--- config.mk ---
export PLATFORM = sky130hd
export DESIGN_NAME = json_string_escaper_utf8_check_flat
export DESIGN_NICKNAME = d
export VERILOG_FILES = /design/src/design/jse_pkg.sv /design/src/design/jse_in_if.sv /design/src/design/jse_out_if.sv /design/src/design/jse_front.sv /design/src/design/jse_queue.sv /design/src/design/jse_back.sv /design/src/design/json_string_escaper_utf8_check.sv /design/src/flat_wrapper.sv
export SDC_FILE = /design/constraint.sdc
export NUM_CORES = 1
export LEC_CHECK = 0
export BUFFER_PORTS_ARGS = -buffer_cell sky130_fd_sc_hd__buf_4
export CORE_MARGIN = 10
export CORE_UTILIZATION = 35
export DETAILED_ROUTE_END_ITERATION = 8
export PLACE_DENSITY = 0.5
export SLEW_MARGIN = 20
export SYNTH_ARGS = -nofsm -noshare
export SYNTH_HDL_FRONTEND = slang
export SYNTH_SLANG_ARGS = --single-unit
--- constraint.sdc ---
create_clock -name clk -period 9.5 [get_ports clk]
set_input_delay 1.9 -clock clk [delete_from_list [all_inputs] [get_ports clk]]
set_output_delay 1.9 -clock clk [all_outputs]
set_load 0.02 [all_outputs]
--- src/design/jse_pkg.sv ---
// Shared types, character codes and helper functions of the JSON string escaper.
package jse_pkg;

	// Character codes
	localparam logic [7:0] CH_QUOTE = 8'h22;
	localparam logic [7:0] CH_BSLASH = 8'h5C;
	localparam logic [7:0] CH_BS = 8'h08;
	localparam logic [7:0] CH_FF = 8'h0C;
	localparam logic [7:0] CH_LF = 8'h0A;
	localparam logic [7:0] CH_CR = 8'h0D;
	localparam logic [7:0] CH_TAB = 8'h09;
	localparam logic [7:0] CH_SPACE = 8'h20;
	localparam logic [7:0] CH_DEL_END = 8'h80;
	localparam logic [7:0] CH_LOW_B = 8'h62;
	localparam logic [7:0] CH_LOW_F = 8'h66;
	localparam logic [7:0] CH_LOW_N = 8'h6E;
	localparam logic [7:0] CH_LOW_R = 8'h72;
	localparam logic [7:0] CH_LOW_T = 8'h74;
	localparam logic [7:0] CH_LOW_U = 8'h75;
	localparam logic [7:0] CH_LOW_D = 8'h64;
	localparam logic [7:0] CH_ZERO = 8'h30;
	localparam logic [7:0] CH_LOW_A = 8'h61;

	// UTF-8 limits
	localparam logic [7:0] CONT_MASK = 8'hC0;
	localparam logic [7:0] CONT_TAG = 8'h80;
	localparam logic [7:0] LEAD2_LO = 8'hC2;
	localparam logic [7:0] LEAD2_HI = 8'hDF;
	localparam logic [7:0] LEAD3_LO = 8'hE0;
	localparam logic [7:0] LEAD3_HI = 8'hEF;
	localparam logic [7:0] LEAD4_LO = 8'hF0;
	localparam logic [7:0] LEAD4_HI = 8'hF4;
	localparam logic [7:0] LEAD_E0 = 8'hE0;
	localparam logic [7:0] LEAD_ED = 8'hED;
	localparam logic [7:0] LEAD_F0 = 8'hF0;
	localparam logic [7:0] LEAD_F4 = 8'hF4;
	localparam logic [7:0] CONT_HI = 8'hBF;
	localparam logic [7:0] E0_SECOND_LO = 8'hA0;
	localparam logic [7:0] ED_SECOND_HI = 8'h9F;
	localparam logic [7:0] F0_SECOND_LO = 8'h90;
	localparam logic [7:0] F4_SECOND_HI = 8'h8F;

	// Default depth of the queue between front and back
	localparam int QUEUE_DEPTH_DEF = 4;

	// Last sub-step of a six-byte escape
	localparam logic [2:0] SUB_LAST6 = 3'd5;

	// What follows the opening quote and replacements of one item
	typedef enum logic [2:0] {
		BODY_NONE,
		BODY_RAW,
		BODY_ESC,
		BODY_UHEX,
		BODY_CLOSE
	} body_kind_t;

	// Work descriptor for one accepted item
	typedef struct packed {
		logic open;               // emit the opening quote first
		logic [2:0] n_repl;       // number of \ufffd escapes (0..4)
		body_kind_t kind;
		logic [3:0][7:0] raw;     // raw bytes, or escape char / control byte in raw[0]
		logic [1:0] raw_last;     // index of last raw byte
	} desc_t;

	// Length of a valid UTF-8 sequence opened by this lead byte, 0 if not a lead
	function automatic logic [2:0] lead_length(input logic [7:0] b);
		logic [2:0] len;
		len = 3'd0;
		if (b >= LEAD2_LO && b <= LEAD2_HI) len = 3'd2;
		else if (b >= LEAD3_LO && b <= LEAD3_HI) len = 3'd3;
		else if (b >= LEAD4_LO && b <= LEAD4_HI) len = 3'd4;
		return len;
	endfunction

	function automatic logic is_cont(input logic [7:0] b);
		return (b & CONT_MASK) == CONT_TAG;
	endfunction

	// Second byte check, with the tighter ranges after E0, ED, F0 and F4
	function automatic logic second_ok(input logic [7:0] lead, input logic [7:0] b);
		logic ok;
		case (lead)
			LEAD_E0: ok = (b >= E0_SECOND_LO) && (b <= CONT_HI);
			LEAD_ED: ok = (b >= CONT_TAG) && (b <= ED_SECOND_HI);
			LEAD_F0: ok = (b >= F0_SECOND_LO) && (b <= CONT_HI);
			LEAD_F4: ok = (b >= CONT_TAG) && (b <= F4_SECOND_HI);
			default: ok = is_cont(b);
		endcase
		return ok;
	endfunction

	// Lowercase hex digit
	function automatic logic [7:0] hex_digit(input logic [3:0] n);
		logic [7:0] c;
		if (n < 4'd10) c = CH_ZERO + {4'd0, n};
		else c = CH_LOW_A + {4'd0, n} - 8'd10;
		return c;
	endfunction

	// Bytes of the replacement escape \ufffd
	function automatic logic [7:0] repl_byte(input logic [2:0] sub);
		logic [7:0] c;
		case (sub)
			3'd0: c = CH_BSLASH;
			3'd1: c = CH_LOW_U;
			3'd2: c = CH_LOW_F;
			3'd3: c = CH_LOW_F;
			3'd4: c = CH_LOW_F;
			default: c = CH_LOW_D;
		endcase
		return c;
	endfunction

endpackage

--- src/design/jse_in_if.sv ---
// Input channel: one string byte or end marker per transfer.
interface jse_in_if;
	logic valid;
	logic ready;
	logic action;
	logic [7:0] data_byte;

	modport source (output valid, output action, output data_byte, input ready);
	modport sink (input valid, input action, input data_byte, output ready);
endinterface

--- src/design/jse_out_if.sv ---
// Output channel: one byte of escaped JSON text per transfer.
interface jse_out_if;
	logic valid;
	logic ready;
	logic [7:0] out_byte;
	logic last_of_run;

	modport source (output valid, output out_byte, output last_of_run, input ready);
	modport sink (input valid, input out_byte, input last_of_run, output ready);
endinterface

--- src/design/jse_front.sv ---
// Front end: accepts items, tracks UTF-8 state and builds a work descriptor for each item that gives output.
module jse_front import jse_pkg::*; (
	input  logic      clk,
	input  logic      arst_n,
	jse_in_if.sink    str_ch,
	input  logic      q_full,
	output logic      push,
	output desc_t     push_desc
);

	logic string_open_q;
	logic [1:0] held_count_q;
	logic [2:0] seq_len_q;
	logic [7:0] held_q [3];

	logic accept;
	logic [7:0] b;

	// fresh-byte classification
	body_kind_t f_kind;
	logic [7:0] f_byte;
	logic f_bad;
	logic f_hold;
	logic [2:0] f_len;

	// next state
	desc_t d;
	logic n_open;
	logic [1:0] n_count;
	logic [2:0] n_len;
	logic wr_held;
	logic [1:0] wr_idx;
	logic ok;

	assign b = str_ch.data_byte;
	assign str_ch.ready = !q_full;
	assign accept = str_ch.valid && str_ch.ready;

	// Classify a byte as if nothing were pending
	always_comb begin
		f_kind = BODY_NONE;
		f_byte = b;
		f_bad = 1'b0;
		f_hold = 1'b0;
		f_len = lead_length(b);
		case (b)
			CH_QUOTE: begin f_kind = BODY_ESC; f_byte = CH_QUOTE; end
			CH_BSLASH: begin f_kind = BODY_ESC; f_byte = CH_BSLASH; end
			CH_BS: begin f_kind = BODY_ESC; f_byte = CH_LOW_B; end
			CH_FF: begin f_kind = BODY_ESC; f_byte = CH_LOW_F; end
			CH_LF: begin f_kind = BODY_ESC; f_byte = CH_LOW_N; end
			CH_CR: begin f_kind = BODY_ESC; f_byte = CH_LOW_R; end
			CH_TAB: begin f_kind = BODY_ESC; f_byte = CH_LOW_T; end
			default: begin
				if (b < CH_SPACE) f_kind = BODY_UHEX;
				else if (b < CH_DEL_END) f_kind = BODY_RAW;
				else if (f_len == 3'd0) f_bad = 1'b1;
				else f_hold = 1'b1;
			end
		endcase
	end

	// Descriptor and next state for the item on the channel
	always_comb begin
		d = '0;
		d.kind = BODY_NONE;
		d.open = !string_open_q;
		n_open = 1'b1;
		n_count = held_count_q;
		n_len = seq_len_q;
		wr_held = 1'b0;
		wr_idx = 2'd0;
		ok = 1'b0;
		if (str_ch.action) begin
			// end of string: flush, close
			d.n_repl = {1'b0, held_count_q};
			d.kind = BODY_CLOSE;
			n_open = 1'b0;
			n_count = 2'd0;
			n_len = 3'd0;
		end else begin
			if (held_count_q == 2'd1) ok = second_ok(held_q[0], b);
			else ok = is_cont(b);
			if (held_count_q != 2'd0 && ok) begin
				if ({1'b0, held_count_q} + 3'd1 >= seq_len_q) begin
					// sequence complete: pass raw
					d.kind = BODY_RAW;
					for (int i = 0; i < 3; i++)
						d.raw[i] = (i < int'(held_count_q)) ? held_q[i] : b;
					d.raw[3] = b;
					d.raw_last = held_count_q;
					n_count = 2'd0;
					n_len = 3'd0;
				end else begin
					wr_held = 1'b1;
					wr_idx = held_count_q;
					n_count = held_count_q + 2'd1;
				end
			end else begin
				// nothing pending, or pending sequence broken
				d.n_repl = {1'b0, held_count_q} + {2'd0, f_bad};
				d.kind = f_kind;
				d.raw[0] = f_byte;
				d.raw_last = 2'd0;
				if (f_hold) begin
					wr_held = 1'b1;
					wr_idx = 2'd0;
					n_count = 2'd1;
					n_len = f_len;
				end else begin
					n_count = 2'd0;
					n_len = 3'd0;
				end
			end
		end
	end

	assign push_desc = d;
	assign push = accept && (d.open || d.n_repl != 3'd0 || d.kind != BODY_NONE);

	// UTF-8 tracking state
	always_ff @(posedge clk or negedge arst_n) begin
		if (!arst_n) begin
			string_open_q <= 1'b0;
			held_count_q <= 2'd0;
			seq_len_q <= 3'd0;
		end else if (accept) begin
			string_open_q <= n_open;
			held_count_q <= n_count;
			seq_len_q <= n_len;
		end
	end

	// Pending bytes
	always_ff @(posedge clk) begin
		if (accept && wr_held) begin
			case (wr_idx)
				2'd0: held_q[0] <= b;
				2'd1: held_q[1] <= b;
				2'd2: held_q[2] <= b;
				default: held_q[0] <= held_q[0];
			endcase
		end
	end

endmodule

--- src/design/jse_queue.sv ---
// Descriptor queue between the front end and the output sequencer.
module jse_queue import jse_pkg::*; #(
	parameter int DEPTH = QUEUE_DEPTH_DEF
) (
	input  logic  clk,
	input  logic  arst_n,
	input  logic  push,
	input  desc_t push_desc,
	output logic  full,
	input  logic  pop,
	output logic  nempty,
	output desc_t head
);

	localparam int PW = (DEPTH > 1) ? $clog2(DEPTH) : 1;
	localparam int CW = $clog2(DEPTH + 1);
	localparam logic [PW-1:0] PTR_LAST = PW'(DEPTH - 1);
	localparam logic [CW-1:0] CNT_FULL = CW'(DEPTH);

	desc_t entry_q [DEPTH];
	logic [PW-1:0] wr_ptr_q;
	logic [PW-1:0] rd_ptr_q;
	logic [CW-1:0] count_q;

	assign full = (count_q == CNT_FULL);
	assign nempty = (count_q != '0);
	assign head = entry_q[rd_ptr_q];

	// Pointers and fill level
	always_ff @(posedge clk or negedge arst_n) begin
		if (!arst_n) begin
			wr_ptr_q <= '0;
			rd_ptr_q <= '0;
			count_q <= '0;
		end else begin
			if (push) wr_ptr_q <= (wr_ptr_q == PTR_LAST) ? '0 : wr_ptr_q + PW'(1);
			if (pop) rd_ptr_q <= (rd_ptr_q == PTR_LAST) ? '0 : rd_ptr_q + PW'(1);
			if (push && !pop) count_q <= count_q + CW'(1);
			else if (pop && !push) count_q <= count_q - CW'(1);
		end
	end

	// Storage
	always_ff @(posedge clk) begin
		if (push) entry_q[wr_ptr_q] <= push_desc;
	end

endmodule

--- src/design/jse_back.sv ---
// Output sequencer: expands descriptors into escaped bytes, one per cycle while json_ch is not stalled.
module jse_back import jse_pkg::*; (
	input  logic      clk,
	input  logic      arst_n,
	input  logic      nempty,
	input  desc_t     head,
	output logic      pop,
	jse_out_if.source json_ch
);

	typedef enum logic [1:0] {
		PH_OPEN,
		PH_REPL,
		PH_BODY
	} phase_t;

	logic busy_q;
	phase_t phase_q;
	logic [2:0] sub_q;
	logic [2:0] rep_q;
	logic out_valid_q;
	logic [7:0] out_byte_q;
	logic out_last_q;

	phase_t cur_phase, first_phase, n_phase;
	logic [2:0] cur_sub, cur_rep, n_sub, n_rep;
	logic [7:0] byte_c;
	logic done;
	logic body_end;
	logic advance;

	assign json_ch.valid = out_valid_q;
	assign json_ch.out_byte = out_byte_q;
	assign json_ch.last_of_run = out_last_q;

	assign advance = nempty && (!out_valid_q || json_ch.ready);
	assign pop = advance && done;

	// Where a fresh descriptor starts
	always_comb begin
		if (head.open) first_phase = PH_OPEN;
		else if (head.n_repl != 3'd0) first_phase = PH_REPL;
		else first_phase = PH_BODY;
	end

	assign cur_phase = busy_q ? phase_q : first_phase;
	assign cur_sub = busy_q ? sub_q : 3'd0;
	assign cur_rep = busy_q ? rep_q : 3'd0;

	// Body byte and end of body
	always_comb begin
		byte_c = CH_QUOTE;
		body_end = 1'b1;
		case (head.kind)
			BODY_RAW: begin
				byte_c = head.raw[cur_sub[1:0]];
				body_end = (cur_sub[1:0] == head.raw_last);
			end
			BODY_ESC: begin
				byte_c = (cur_sub == 3'd0) ? CH_BSLASH : head.raw[0];
				body_end = (cur_sub == 3'd1);
			end
			BODY_UHEX: begin
				case (cur_sub)
					3'd0: byte_c = CH_BSLASH;
					3'd1: byte_c = CH_LOW_U;
					3'd2: byte_c = CH_ZERO;
					3'd3: byte_c = CH_ZERO;
					3'd4: byte_c = hex_digit(head.raw[0][7:4]);
					default: byte_c = hex_digit(head.raw[0][3:0]);
				endcase
				body_end = (cur_sub == SUB_LAST6);
			end
			default: begin
				byte_c = CH_QUOTE;
				body_end = 1'b1;
			end
		endcase
	end

	// Sequencer step
	always_comb begin
		n_phase = cur_phase;
		n_sub = cur_sub + 3'd1;
		n_rep = cur_rep;
		done = 1'b0;
		case (cur_phase)
			PH_OPEN: begin
				n_sub = 3'd0;
				if (head.n_repl != 3'd0) n_phase = PH_REPL;
				else if (head.kind != BODY_NONE) n_phase = PH_BODY;
				else done = 1'b1;
			end
			PH_REPL: begin
				if (cur_sub == SUB_LAST6) begin
					n_sub = 3'd0;
					if (cur_rep + 3'd1 == head.n_repl) begin
						if (head.kind != BODY_NONE) n_phase = PH_BODY;
						else done = 1'b1;
					end else begin
						n_rep = cur_rep + 3'd1;
					end
				end
			end
			default: done = body_end;
		endcase
	end

	// Sequencer state and output register
	always_ff @(posedge clk or negedge arst_n) begin
		if (!arst_n) begin
			busy_q <= 1'b0;
			phase_q <= PH_OPEN;
			sub_q <= 3'd0;
			rep_q <= 3'd0;
			out_valid_q <= 1'b0;
			out_byte_q <= 8'd0;
			out_last_q <= 1'b0;
		end else begin
			if (advance) begin
				busy_q <= !done;
				phase_q <= n_phase;
				sub_q <= n_sub;
				rep_q <= n_rep;
				out_valid_q <= 1'b1;
				out_byte_q <= (cur_phase == PH_OPEN) ? CH_QUOTE :
					(cur_phase == PH_REPL) ? repl_byte(cur_sub) : byte_c;
				out_last_q <= done;
			end else if (json_ch.ready) begin
				out_valid_q <= 1'b0;
			end
		end
	end

endmodule

--- src/design/json_string_escaper_utf8_check.sv ---
// Top level of the JSON string escaper with strict UTF-8 checking.
//
// str_ch carries one item per transfer: action 0 with a string byte, or
// action 1 to end the string. json_ch carries the quoted, escaped JSON text
// one byte per transfer; last_of_run marks the final byte caused by an item.
// The front end classifies each item and tracks pending UTF-8 bytes; it
// writes a descriptor into a queue of QUEUE_DEPTH entries. The back end
// expands the head descriptor into bytes through a registered output stage.
//
// The first byte of an item passes through the queue and then the output
// register before it appears on json_ch. An item held as part of a pending
// UTF-8 sequence gives none of its own bytes until the sequence ends or breaks.
// Throughput: one item per cycle while each gives one byte; an item giving
// N bytes (up to 24) is sent by the back end one output byte a cycle, while
// the queue lets the front end keep taking items until it fills.
// A stall on json_ch holds the output register and, once the queue is full,
// drops str_ch.ready. Reset clears the queue, the open-string flag and the
// pending sequence; no string is open afterwards.
module json_string_escaper_utf8_check import jse_pkg::*; #(
	parameter int QUEUE_DEPTH = QUEUE_DEPTH_DEF
) (
	input  logic      clk,
	input  logic      arst_n,
	jse_in_if.sink    str_ch,
	jse_out_if.source json_ch
);

	logic push;
	desc_t push_desc;
	logic q_full;
	logic pop;
	logic q_nempty;
	desc_t q_head;

	jse_front u_front (
		.clk       (clk),
		.arst_n    (arst_n),
		.str_ch    (str_ch),
		.q_full    (q_full),
		.push      (push),
		.push_desc (push_desc)
	);

	jse_queue #(
		.DEPTH (QUEUE_DEPTH)
	) u_queue (
		.clk       (clk),
		.arst_n    (arst_n),
		.push      (push),
		.push_desc (push_desc),
		.full      (q_full),
		.pop       (pop),
		.nempty    (q_nempty),
		.head      (q_head)
	);

	jse_back u_back (
		.clk     (clk),
		.arst_n  (arst_n),
		.nempty  (q_nempty),
		.head    (q_head),
		.pop     (pop),
		.json_ch (json_ch)
	);

endmodule
--- src/flat_wrapper.sv ---
// flat-port wrapper written by rule: the top's interface ports become plain ports
module json_string_escaper_utf8_check_flat import jse_pkg::*;
#(
	parameter int QUEUE_DEPTH = QUEUE_DEPTH_DEF
)
  (clk, arst_n, str_ch_valid, str_ch_action, str_ch_data_byte, str_ch_ready, json_ch_valid, json_ch_out_byte, json_ch_last_of_run, json_ch_ready);
  jse_in_if str_ch_i ();
  jse_out_if json_ch_i ();
  input  logic clk;
  input  logic arst_n;
  input wire logic [$bits(str_ch_i.valid)-1:0] str_ch_valid;
  input wire logic [$bits(str_ch_i.action)-1:0] str_ch_action;
  input wire logic [$bits(str_ch_i.data_byte)-1:0] str_ch_data_byte;
  output wire logic [$bits(str_ch_i.ready)-1:0] str_ch_ready;
  output wire logic [$bits(json_ch_i.valid)-1:0] json_ch_valid;
  output wire logic [$bits(json_ch_i.out_byte)-1:0] json_ch_out_byte;
  output wire logic [$bits(json_ch_i.last_of_run)-1:0] json_ch_last_of_run;
  input wire logic [$bits(json_ch_i.ready)-1:0] json_ch_ready;
  assign str_ch_i.valid = str_ch_valid;
  assign str_ch_i.action = str_ch_action;
  assign str_ch_i.data_byte = str_ch_data_byte;
  assign str_ch_ready = str_ch_i.ready;
  assign json_ch_valid = json_ch_i.valid;
  assign json_ch_out_byte = json_ch_i.out_byte;
  assign json_ch_last_of_run = json_ch_i.last_of_run;
  assign json_ch_i.ready = json_ch_ready;
  json_string_escaper_utf8_check #(.QUEUE_DEPTH(QUEUE_DEPTH)) u_core (.clk(clk), .arst_n(arst_n), .str_ch(str_ch_i), .json_ch(json_ch_i));
endmodule
* After elaboration in Yosys (flattened, before gate mapping) *
Memories as Yosys holds them, arrays and structs flattened.
Index checks and enable logic that the tools add are counted.

storage, ports and cells
  register bits = 32
  latch bits = 0
  bits in writable memories = 188
  ROM bits = 0
  bits of input ports = 13
  output and inout port bits = 11
  word-level logic and storage cells = 227
  memories kept = 2

memories
  name                    depth  width  read ports  clocked after Yosys merged registers in  write ports  RTL line         RTL
  u_core.u_queue.entry_q  4      41     1           0                                        1            jse_queue.sv:20  desc_t entry_q [DEPTH];
  u_core.u_front.held_q   3      8      3           0                                        1            jse_front.sv:14  logic [7:0] held_q [3];

operators by class
  add/sub/neg operators = 15
  multiply operators = 0
  div/mod/pow operators = 0
  $lt $le $gt $ge = 21
  equal/unequal tests = 30
  shifts and indexed selects = 0
  muxes and demuxes = 102
  bitwise operators = 1
  reductions and logical operators = 43

operator list
  kind                                                                 count
  8-bit two-way mux                                                    12
  8-bit case mux with 7 select lines                                   1
  3-bit two-way mux                                                    17
  8-bit greater-or-equal comparator (second input constant)            6
  8-bit less-or-equal comparator (second input constant)               6
  8-bit by 4-bit == test with 1-bit output (second input constant)     5
  1-bit two-way mux                                                    39
  2-bit two-way mux                                                    19
  35-bit two-way mux                                                   1
  34-bit two-way mux                                                   1
  8-bit == test (second input constant)                                4
  8-bit case mux with 4 select lines                                   1
  24-bit two-way mux                                                   1
  8-bit case mux with 3 select lines                                   1
  6-bit case mux with 3 select lines                                   1
  7-bit by 4-bit adder with 8-bit output (first input constant)        2
  8-bit binary-select mux with 2-bit select                            1
  8-bit OR reduction                                                   2
  8-bit by 4-bit subtractor with 8-bit output (second input constant)  2
  1-bit logical AND                                                    15
  3-bit nonzero test                                                   5
  6-bit by 4-bit adder with 7-bit output (first input constant)        2
  3-bit by 2-bit == test with 1-bit output (second input constant)     4
  10-bit two-way mux                                                   1
  other kinds (37)                                                     63

* Longest topological paths before layout *
Gate-level depths: netlist of run 1.

  depth in word-level cells = 21
  depth in mapped cells = 18
  mapped depth without buffers = 17

* Cells and area by module *
A second synthesis of run 1 with hierarchy kept.

unflattened totals
  cell total of the unflattened synthesis = 713
  area total of the unflattened synthesis = 10,382.5 um^2

by module, submodules not included
  module     instances  cells each  area each (um^2)  sequential area each (um^2)
  jse_queue  1          252         6,384.9           5,099.9
  jse_front  1          222         2,107.0           870.8
  jse_back   1          239         1,890.6           475.5

* Least setup slack after synthesis of run 1 *
Ideal clock, no wire load.

  kind = input to register
  from = input str_ch_data_byte[4]
  to = memory u_core.u_queue.entry_q[3][0] (netlist bit), enable pin
  library setup time = 402 ps
  arrival = 4,884 ps
  data required time = 9,098 ps
  slack = 4,214 ps
  stages = 12
  buffers on the path = 1
  cell sequence = clkbuf_1 nand2_1 nor4b_1 nor2_1 and2_1 ha_1 ha_1 nor2_1 nand4_1 nand2_1 a31oi_1 and2_1

between the ends
  cells in the longest elaborated chain, start to end = 19
  elaborated cells on any way between the ends = 55
  classes of those cells = add/sub (1); order compare (14); eq/ne (7); mux (18); reduce/logical (15)

RTL lines
  item                                                                                 RTL line                              RTL
  start: declaration                                                                   flat_wrapper.sv:13                    input wire logic [$bits(str_ch_i.data_byte)-1:0] str_ch_data_byte;
  8-bit greater-or-equal comparator or 8-bit less-or-equal comparator (tied branches)  jse_pkg.sv:73                         else if (b >= LEAD4_LO && b <= LEAD4_HI) len = 3'd4;
  1-bit logical AND                                                                    jse_pkg.sv:73
  3-bit two-way mux                                                                    jse_pkg.sv:73
  3-bit two-way mux                                                                    jse_pkg.sv:72                         else if (b >= LEAD3_LO && b <= LEAD3_HI) len = 3'd3;
  3-bit two-way mux                                                                    jse_pkg.sv:71                         if (b >= LEAD2_LO && b <= LEAD2_HI) len = 3'd2;
  3-bit logical NOT                                                                    jse_front.sv:57                       else if (f_len == 3'd0) f_bad = 1'b1;
  1-bit two-way mux                                                                    jse_front.sv:57
  1-bit two-way mux                                                                    jse_front.sv:56                       else if (b < CH_DEL_END) f_kind = BODY_RAW;
  [4 not listed]                                                                       n/a
  6-bit two-way mux (*)                                                                jse_front.sv:74                       if (str_ch.action) begin
  3-bit nonzero test                                                                   jse_front.sv:119                      assign push = accept && (d.open || d.n_repl != 3'd0 || d.kind != BODY_NONE);
  1-bit logical OR                                                                     jse_front.sv:119
  1-bit logical OR (*)                                                                 jse_front.sv:119
  1-bit logical AND (*)                                                                jse_front.sv:119
  via u_core.push                                                                      json_string_escaper_utf8_check.sv:28  logic push;
  1-bit two-way mux (*)                                                                jse_queue.sv:45                       if (push) entry_q[wr_ptr_q] <= push_desc;
  1-bit two-way mux (not written as such) (*)                                          jse_queue.sv:45
  end: declaration                                                                     jse_queue.sv:20

Mark *: on every way through the listed nets, which the timed path passes. The rest lies on a longest branch. The select of a mux whose other input is x is not followed.

* Final worst setup path of run 1 *
  from = input str_ch_data_byte[0]
  to = register u_core.u_queue.count_q[2]

between the ends
  cells in the longest elaborated chain, start to end = 20
  elaborated cells on any way between the ends = 58
  classes of those cells = add/sub (1); order compare (14); eq/ne (7); mux (17); reduce/logical (19)

RTL lines
  item                                                                                 RTL line                              RTL
  8-bit greater-or-equal comparator or 8-bit less-or-equal comparator (tied branches)  jse_pkg.sv:73
  1-bit logical AND                                                                    jse_pkg.sv:73
  3-bit two-way mux                                                                    jse_pkg.sv:73
  3-bit two-way mux                                                                    jse_pkg.sv:72
  3-bit two-way mux                                                                    jse_pkg.sv:71
  3-bit logical NOT                                                                    jse_front.sv:57
  1-bit two-way mux                                                                    jse_front.sv:57
  1-bit two-way mux                                                                    jse_front.sv:56
  [5 not listed]                                                                       n/a
  3-bit nonzero test                                                                   jse_front.sv:119
  1-bit logical OR                                                                     jse_front.sv:119
  1-bit logical OR (*)                                                                 jse_front.sv:119
  1-bit logical AND (*)                                                                jse_front.sv:119
  via u_core.push                                                                      json_string_escaper_utf8_check.sv:28
  1-bit logical NOT                                                                    jse_queue.sv:39                       else if (pop && !push) count_q <= count_q - CW'(1);
  1-bit logical AND                                                                    jse_queue.sv:39
  2-bit nonzero test (no source line)                                                  n/a
  end signal: assignment                                                               jse_queue.sv:38                       if (push && !pop) count_q <= count_q + CW'(1);
  end signal: assignment                                                               jse_queue.sv:39
  end: declaration                                                                     jse_queue.sv:23                       logic [CW-1:0] count_q;

Marked as above.
A chain may end at the register's enable or synchronous reset.

==> impl_metrics.yaml, run 1 <==
cells_and_area:
  register_area_sq_um: 6450
  stdcell_count: 1145
  num-fill-cells: 2602
  diodes: 0
  syn_to_final_growth_pct: 13.2
  drive_gt1_frac: 0.168
  mostFrequentLayoutCells: "edfxtp_1 (188), nand2_1 (65), nor2_1 (52)"
  final_util: 0.402
  multi_input_area_sq_um: 3550
  final_nets: 779
  final_common_cell: "edfxtp_1"
synth:
  synth-seq-area-share: 0.631
  syn_area_sq_um: 10200
  ys_async_sr_fraction: 0.145
  netlist_instances: 720
  synth_edf_count: 188
  synth.distinct_cells: 73
  yosys_warnings: 0
  synth.ff_latch_count: 220
  synth_ff_type: "edfxtp_1"
  avgSynthCellArea_sq_um: 14.2
cts:
  cts_setup_buffers: 0
  htreeDepth: 1
  clockBufferDepth: 3
  hold_buffers: 0
  clkLatencyLatePin_ns: 0.53
  numCtsBuffers: 25
  cts_tree: "done"
  path_clk_slew_ns: 0.06
  cts_root_buf: "clkbuf_16"
  ctsResizeCount: 0
  clock-sinks: 220
detailed_routing:
  via_count: 6072
  drc_errors: 0
  post_drt_wl_per_cell_um: 19.9
  drtIter0Drc: 429
  wl_um: 22800
  ant_nets: 0
  vias_per_cell: 5.30
  firstDrtPassIters: 5
timing:
  fmax_mhz: 199
  setup_tns_ns: 0
  finalCritPeriodShare: 0.528
  final_max_slew_viol_count: 0
  period_minus_slack_ns: 5.02
  final.setup_skew_ns: 0.0172
  hold_viol: 0
  grt_setup_unrepaired: "false"
  setup_violations: 0
  timing.hold.ws_ns: 0.485
  relSlewSlack: 0.420
  worst_pin_slew_ns: 0.870
floorplanning:
  dieArea_sq_um: 36400
  row_count: 62
  die_y_um: 191
  start_util: 0.355
  core_sq_um: 28800
  io_pins: 24
  fp.dieW_um: 191
power:
  ir_drop_mv: 0.110
  p_leak_nw: 4.04
  clkPwrFrac: 0.257
  internal-power_mw: 2.32
  seqPwrFrac: 0.372
  switchingPower_mw: 1.25
  switching_share: 0.349
  p_total_mw: 3.56
  power.density_nw_per_um2: 308
  comb_power_share: 0.372
place:
  io_buffers: 23
  placed_cells: 1099
  gp_congestion: 0.804
  dp_hpwl_um: 15300
critical_path:
  r2r_start: "u_core.u_back.busy_q$_DFFE_PN0P_"
  critPathBufInv: 2
  slowest_delay_ns: 0.54
  cp.arrival_ns: 5.47
  crit_type: "in -> reg"
  start_kind: "input port"
  crit_path_start: "str_ch_data_byte[0]"
  cp_cell_sequence: "buf_4 > o21ai_0 > nor4b_1 > nor2_1 > and2_1 > ha_1 > ha_1 > nor2_1 > nand4_1 > nand2_1 > a31oi_1 > ha_1 > inv_1 > fa_1 > xor2_1 > nor2_1 > xor2_1"
  crit_family: "adder cells"
  critical_path_required_ns: 9.95
  crit_path_end_kind: "flop"
  worst_path_max_delay_cell: "a31oi_1"
  critical_path.max_fanout: 14
global_routing:
  first_global_vias: 6200
  grt_pass1_wl_um: 35900
  grt_antenna_before_repair: 0
  grt.total_usage: 0.125
  grt_max_degree: 49
  grt_overflow: 0
run_status:
  status: "completed"
run:
  cap_violations: 0
hold_path:
  min_from: "u_core.u_back.json_ch.out_byte[7]$_DFFE_PN0P_"
  worstHoldPathType: "reg -> reg"
## area by class of cell
class	instances	area share
multi-input combinational	442	0.307
clock inverter	15	0.0116
clock buffer	31	0.0560
tap	384	0.0415
sequential	220	0.557
inverter	25	0.00811
timing repair buffer	28	0.0182
## cells in the mapped netlist (all sizes together) (12+ instances only)
master    n  area [sq um]
o21ai    33           165
edfxtp  188          5650
mux2i    21           210
ha       23           288
a21oi    30           150
nand2    65           244
dfrtp    32           801
nand3    13          65.1
clkbuf   22          82.6
buf      14          83.8
nor2     52           195
mux4     40           901
inv      24          90.1
nor3     12          60.1
and2     16           100
## worst reg2reg max path, delay by kind of cell (launching register included)
| kind | cells | cell delay [ns] |
|---|---|---|
| simple gates | 3 | 0.64 |
| compound gates | 2 | 0.63 |
| xor+xnor | 2 | 0.30 |
| buf+inv | 3 | 0.99 |
| flops | 1 | 0.35 |
| fa+ha+maj | 3 | 1.31 |
## power by group through the flow
| stage | sequential, mW | combinational (mW) | clock [mW] |
|---|---|---|---|
| floorplan | 1.34 | 0.975 | 0 |
| global placement | 1.34 | 1.32 | 0 |
| detailed placement | 1.35 | 1.34 | 0 |
| CTS | 1.33 | 1.34 | 0.933 |
| global route | 1.34 | 1.46 | 0.970 |
| finish | 1.33 | 1.32 | 0.915 |
## layer usage
metal / routed length [um] / up-vias / track usage / part of all wire
li1: - / 2804 / - / -
met1: 11000 / 3109 / 0.176 / 0.48
met2: 10500 / 123 / 0.196 / 0.46
met3: 903 / 36 / 0.0201 / 0.040
met4: 426 / 0 / 0.0315 / 0.019
met5: 0 / - / 0 / 0
## sequential cells by signal, summed over array words and instances, names as in the netlist
signal,flops
u_core.u_queue.entry_q,164
u_core.u_front.held_q,24
u_core.u_back.json_ch.out_byte,8
u_core.u_back.rep_q,3
u_core.u_back.sub_q,3
u_core.u_front.seq_len_q,3
u_core.u_queue.count_q,3
u_core.u_back.phase_q,2
u_core.u_front.held_count_q,2
u_core.u_queue.rd_ptr_q,2
u_core.u_queue.wr_ptr_q,2
u_core.u_back.busy_q,1
u_core.u_back.json_ch.last_of_run,1
u_core.u_back.json_ch.valid,1
u_core.u_front.string_open_q,1
## kinds of logic (layout without fill, tap and decap cells)
logic type | count (synthesis) | after routing | share of synthesized area
flops | 220 | 220 | 0.631
other cells | 1 | 4 | 0.000367
simple gates | 199 | 199 | 0.0940
mux | 70 | 70 | 0.119
compound gates | 132 | 132 | 0.0893
buf+inv | 61 | 99 | 0.0255
fa+ha+maj | 24 | 24 | 0.0301
xor+xnor | 13 | 13 | 0.0111
## through the flow
stage	setup slack, ns	instance area (sq um)
floorplan	4.21	10200
global placement	3.90	10800
detailed placement	3.86	10800
CTS	4.40	11600
global route	4.23	11600
finish	4.48	11600
## final timing paths
check | endpoint | slack (ns) | cells after the start
max reg2reg | u_core.u_queue.count_q[2]$_DFFE_PN0P_ | 5.22 | 13
max | u_core.u_queue.count_q[2]$_DFFE_PN0P_ | 4.48 | 17
max in group asynchronous | u_core.u_queue.rd_ptr_q[0]$_DFFE_PN0P_ | 7.82 | 1
min | u_core.u_back.json_ch.out_byte[7]$_DFFE_PN0P_ | 0.48 | 2
min in group asynchronous | u_core.u_queue.rd_ptr_q[1]$_DFFE_PN0P_ | 1.33 | 1
min reg2reg | u_core.u_back.json_ch.out_byte[7]$_DFFE_PN0P_ | 0.48 | 2
Note: power is estimated with default switching activity, not from simulation.
==> run 2: changes to the inputs <==
Settings changed: ABC_AREA set to 1, PLACE_DENSITY 0.5 to 0.51.
Clock period 9.5 ns to 4.1 ns, I/O delays scaled along.
==> impl_metrics.yaml, run 2 <==
power:
  p_leak_nw: 4.83
  clkPwrFrac: 0.271
  seqPwrFrac: 0.351
  power.density_nw_per_um2: 710
  ir_drop_mv: 0.495
  internal-power_mw: 5.36
  switchingPower_mw: 3.31
  comb_power_share: 0.378
  switching_share: 0.382
place:
  gp_congestion: 0.893
  dp_hpwl_um: 17600
  io_buffers: 23
cells_and_area:
  num-fill-cells: 2901
  final_common_cell: "nand2_1"
  top_register: "u_core.u_queue.entry_q"
  mostFrequentLayoutCells: "nand2_1 (216), edfxtp_1 (188), nor2_1 (118)"
  final_nets: 1112
  largest_reg_flops: 164
  final_util: 0.409
  syn_to_final_growth_pct: 14.4
  drive_gt1_frac: 0.139
  diodes: 0
timing:
  final.setup_skew_ns: 0.0141
  period_minus_slack_ns: 3.38
  hold_viol: 0
  grt_setup_unrepaired: "false"
  worst_pin_slew_ns: 0.751
  setup_violations: 0
  relSlewSlack: 0.498
  fmax_mhz: 296
  final_max_slew_viol_count: 0
  finalCritPeriodShare: 0.825
  timing.hold.ws_ns: 0.243
  setup_tns_ns: 0
cts:
  numCtsBuffers: 26
  clkLatencyLatePin_ns: 0.53
  cts_tree: "done"
  hold_buffers: 0
  htreeDepth: 1
  clockBufferDepth: 3
  ctsResizeCount: 0
  path_clk_slew_ns: 0.06
  cts_setup_buffers: 0
  clock-sinks: 220
  cts_root_buf: "clkbuf_16"
floorplanning:
  dieArea_sq_um: 37900
  die_y_um: 195
  fp.dieW_um: 195
  io_pins: 24
  core_sq_um: 29900
  row_count: 63
  start_util: 0.357
synth:
  synth.distinct_cells: 45
  synth_ff_type: "edfxtp_1"
  synth_top_area_frac: 0.529
  synth_edf_count: 188
  ys_async_sr_fraction: 0.145
  synth_top_area_cell: "edfxtp_1"
  synth.area.top_cells: "edfxtp_1 (53%), nand2_1 (7.6%), dfrtp_1 (7.5%)"
  yosys.cell_count.top_type: "nand2_1"
  synth-seq-area-share: 0.604
  yosys_warnings: 0
  synth.ff_latch_count: 220
  syn_area_sq_um: 10700
  netlist_instances: 1040
  synthTopCellsByCount: "nand2_1 (216), edfxtp_1 (188), nor2_1 (118), o21ai_0 (91), nand3_1 (78)"
  avgSynthCellArea_sq_um: 10.3
global_routing:
  grt.total_usage: 0.134
  grt_max_degree: 42
  grt_antenna_before_repair: 0
  grt_pass1_wl_um: 41400
  first_global_vias: 7270
  grt_overflow: 0
critical_path:
  critical_path.max_fanout: 9
  start_kind: "flop"
  cp.arrival_ns: 3.79
  crit_type: "reg -> reg"
  crit_path_end_kind: "flop"
  critical_path_required_ns: 4.51
detailed_routing:
  wl_um: 25900
  vias_per_cell: 4.99
  drc_errors: 0
  via_count: 7414
  firstDrtPassIters: 5
  ant_nets: 0
  post_drt_wl_per_cell_um: 17.4
  drtIter0Drc: 544
hold_path:
  worstHoldPathType: "in -> async"
run:
  cap_violations: 0
run_status:
  status: "completed"
-- run 2: routing by layer --
layer,track usage,routed length [um],vias up
li1,-,-,3682
met1,0.188,12400,3526
met2,0.213,11600,169
met3,0.0205,1340,37
met4,0.0312,493,0
met5,0,0,-
-- run 2: cell families after synthesis --
kind of cell	share of synthesized area
simple gates	0.193
flops	0.604
compound gates	0.113
buf+inv	0.0537
fa+ha+maj	0.0289
xor+xnor	0.00657
other cells	0.000352
-- run 2: layout make-up --
| cell class | count | area (sq um) | share of cell area |
|---|---|---|---|
| Clock buffer | 31 | 691 | 0.0566 |
| Timing Repair Buffer | 45 | 388 | 0.0318 |
| Multi-Input combinational cell | 699 | 3680 | 0.301 |
| Sequential cell | 220 | 6450 | 0.528 |
| Inverter | 83 | 317 | 0.0259 |
| Tap cell | 390 | 488 | 0.0400 |
| Clock inverter | 17 | 195 | 0.0160 |
-- run 2: critical path, cell delays in order, from the launching register on --
cell,delay [ns]
dfrtp_1,0.54
inv_1,0.15
ha_1,0.34
ha_1,0.29
nand2_1,0.07
o21ai_0,0.07
a31oi_1,0.46
nand3_1,0.16
nand3_2,0.12
nand3_2,0.13
nand2_4,0.08
inv_1,0.04
ha_1,0.16
inv_1,0.10
fa_1,0.40
nor2_1,0.10
a21oi_1,0.05
-- run 2: worst paths after layout --
path,cells past startpoint,slack [ns],end,start
setup / recovery,16,0.72,u_core.u_queue.count_q[1]$_DFFE_PN0P_,u_core.u_front.held_count_q[0]$_DFFE_PN0P_
hold / removal,1,0.24,u_core.u_queue.count_q[0]$_DFFE_PN0P_,arst_n
setup reg to reg,16,0.72,u_core.u_queue.count_q[1]$_DFFE_PN0P_,u_core.u_front.held_count_q[0]$_DFFE_PN0P_
hold reg to reg,2,0.48,u_core.u_back.phase_q[1]$_DFFE_PN0P_,u_core.u_back.phase_q[1]$_DFFE_PN0P_
max in group asynchronous,1,3.53,u_core.u_queue.rd_ptr_q[0]$_DFFE_PN0P_,arst_n
min in group clk,2,0.48,u_core.u_back.phase_q[1]$_DFFE_PN0P_,u_core.u_back.phase_q[1]$_DFFE_PN0P_
-- run 2: stage by stage --
step / instance area [sq um] / power, mW / instances / setup slack (ns)
6_report: 12200 / 8.66 / 1485 / 0.718
5_1_grt: 12200 / 9.30 / 1485 / 0.382
4_1_cts: 12200 / 8.79 / 1485 / 0.709
3_5_place_dp: 11300 / 6.40 / 1437 / 0.274
3_3_place_gp: 11300 / 6.37 / 1437 / 0.301
2_1_floorplan: 10700 / 5.44 / 1043 / 0.177
-- run 2: power groups by stage --
stage | Combinational, mW | Clock, mW | Sequential [mW]
global placement | 3.29 | 0 | 3.08
CTS | 3.33 | 2.41 | 3.04
floorplan | 2.35 | 0 | 3.09
global route | 3.72 | 2.50 | 3.08
detailed placement | 3.32 | 0 | 3.09
finish | 3.28 | 2.35 | 3.04
==> run 3: changes to the inputs <==
Clock period 4.1 ns to 2.8 ns, I/O delays scaled along.
==> impl_metrics.yaml, run 3 (synthesis results as in run 2) <==
timing:
  setup_violations: 0
  hold_viol: 0
  setup_slack_ns: 0.0918
  relSlewSlack: 0.577
  final_max_slew_viol_count: 0
  grt_setup_unrepaired: "true"
  finalCritPeriodShare: 0.967
  final.setup_skew_ns: 0.0145
  period_minus_slack_ns: 2.71
  worst_pin_slew_ns: 0.632
  fmax_mhz: 369
floorplanning:
  core_sq_um: 29900
  dieArea_sq_um: 37900
  die_y_um: 195
  io_pins: 24
  fp.dieW_um: 195
  start_util: 0.357
  row_count: 63
critical_path:
  critPathBufInv: 4
  crit_family: "simple AND/OR/NAND/NOR gates"
  crit_type: "reg -> reg"
  start_kind: "flop"
  crit_path_end_kind: "flop"
  slowest_delay_ns: 0.50
  worst_path_max_delay_cell: "dfrtp_2"
  critical_path_required_ns: 3.21
  cp_cell_sequence: "buf_12 > nand2_1 > nand3_1 > nand2_2 > buf_4 > xnor2_1 > nor2_1 > nand2_1 > inv_1 > nand3_2 > a21oi_2 > nand2_4 > ha_4 > inv_2 > fa_2 > nor2_1 > a21oi_1"
  critical_path.max_fanout: 8
  cp.arrival_ns: 3.12
global_routing:
  grt.total_usage: 0.138
  grt_overflow: 0
  first_global_vias: 7666
  grt_max_degree: 42
  grt_antenna_before_repair: 0
  grt_pass1_wl_um: 42600
place:
  dp_hpwl_um: 19000
  place_ws_ns: -0.425
  io_buffers: 23
  gp_congestion: 0.876
cells_and_area:
  final_nets: 1225
  drive_gt1_frac: 0.241
  num-fill-cells: 2836
  top_register: "u_core.u_queue.entry_q"
  syn_to_final_growth_pct: 23.9
  multi_input_area_sq_um: 3820
  largest_reg_flops: 164
  final_common_cell: "nand2_1"
  register_area_sq_um: 6450
  mostFrequentLayoutCells: "nand2_1 (210), edfxtp_1 (188), buf_4 (144)"
  diodes: 0
cts:
  cts_root_buf: "clkbuf_16"
  numCtsBuffers: 26
  clock-sinks: 220
  path_clk_slew_ns: 0.06
  htreeDepth: 1
  cts_tree: "done"
  clkLatencyLatePin_ns: 0.53
  clockBufferDepth: 3
detailed_routing:
  vias_per_cell: 4.87
  post_drt_wl_per_cell_um: 17.0
  drc_errors: 0
  via_count: 7775
  drtIter0Drc: 566
  firstDrtPassIters: 5
  wl_um: 27200
  ant_nets: 0
run:
  cap_violations: 0
power:
  internal-power_mw: 8.18
  clkPwrFrac: 0.237
  switching_share: 0.381
  p_total_mw: 13.2
  switchingPower_mw: 5.04
  comb_power_share: 0.426
  power.density_nw_per_um2: 1000
  p_leak_nw: 5.36
  ir_drop_mv: 0.502
  seqPwrFrac: 0.337
hold_path:
  worstHoldPathType: "in -> reg"
run_status:
  status: "completed"
-- run 3: cell types whose count changed in the layout (fill, tap and decap cells not counted), sizes merged --
cell         before  now
clkbuf           31   37
dlygate4sd3       0    1
bufinv            4    1
clkinv           14   12
buf              45  155
-- run 3: metrics by stage --
step / instance area, sq um / hold slack (ns) / cells / TNS (ns) / utilization
6_report: 13200 / 0.234 / 1597 / 0 / 0.442
5_1_grt: 13200 / 0.228 / 1597 / -0.127 / 0.442
4_1_cts: 13000 / 0.210 / 1587 / 0 / 0.435
3_5_place_dp: 12200 / 0.466 / 1538 / -46.26 / 0.408
3_3_place_gp: 12200 / 0.465 / 1538 / -45.02 / 0.408
2_1_floorplan: 10800 / 0.264 / 1043 / -50.66 / -
-- run 3: path summary, 6_finish.rpt --
path                                                                      end  slack, ns  cells after the start                                     startpoint
worst max-delay path                    u_core.u_queue.count_q[1]$_DFFE_PN0P_       0.09                     17         u_core.u_queue.rd_ptr_q[0]$_DFFE_PN0P_
worst min-delay path                  u_core.u_back.json_ch.valid$_DFFE_PN0P_       0.23                      2                                  json_ch_ready
worst max register to register          u_core.u_queue.count_q[1]$_DFFE_PN0P_       0.09                     17         u_core.u_queue.rd_ptr_q[0]$_DFFE_PN0P_
worst min register to register  u_core.u_back.json_ch.out_byte[1]$_DFFE_PN0P_       0.48                      2  u_core.u_back.json_ch.out_byte[1]$_DFFE_PN0P_
max in group asynchronous          u_core.u_front.held_count_q[1]$_DFFE_PN0P_       1.92                      2                                         arst_n
min in group asynchronous                  u_core.u_back.rep_q[0]$_DFFE_PN0P_       0.54                      2                                         arst_n
-- run 3: layout make-up --
cell class / count / area share
sequential: 220 / 0.488
multi-input combinational: 699 / 0.289
clock buffer: 35 / 0.0534
timing repair buffer: 158 / 0.101
inverter: 83 / 0.0245
clock inverter: 12 / 0.00634
tap: 390 / 0.0369
-- run 3: layer usage --
layer / wire (um) / share of wire / vias to the layer above / global-route usage
met4: 504 / 0.019 / 0 / 0.0324
met2: 12600 / 0.47 / 117 / 0.225
met5: 0 / 0 / - / 0
met3: 1080 / 0.040 / 35 / 0.0258
li1: - / - / 3910 / -
met1: 13000 / 0.48 / 3713 / 0.185
-- run 3: power groups by stage --
stage,Combinational [mW],Clock [mW],Sequential [mW]
after global placement,5.37,0,4.50
after floorplan,3.50,0,4.52
after global routing,6.36,3.35,4.52
final,5.63,3.13,4.46
after detailed placement,5.40,0,4.51
after CTS,5.43,3.22,4.44
-- run 3: worst reg2reg max path, delay by kind of cell (launching register included) --
kind / cells / cell delay [ns]
DFF: 1 / 0.50
AOI/OAI and AO/OA: 2 / 0.26
xor gates and xnor gates: 1 / 0.11
adders and majority gates: 2 / 0.59
buffers and inverters: 4 / 0.45
and+or+nand+nor: 8 / 0.69
-- run 3: what timing repair did --
item,CTS,global route
gates cloned,0,2
resized for setup,3,29
endpoints found under the setup margin,2,65
hold buffers,1,0
buffers inserted,1,8
pin swaps,0,8
hold endpoints to repair,32,0
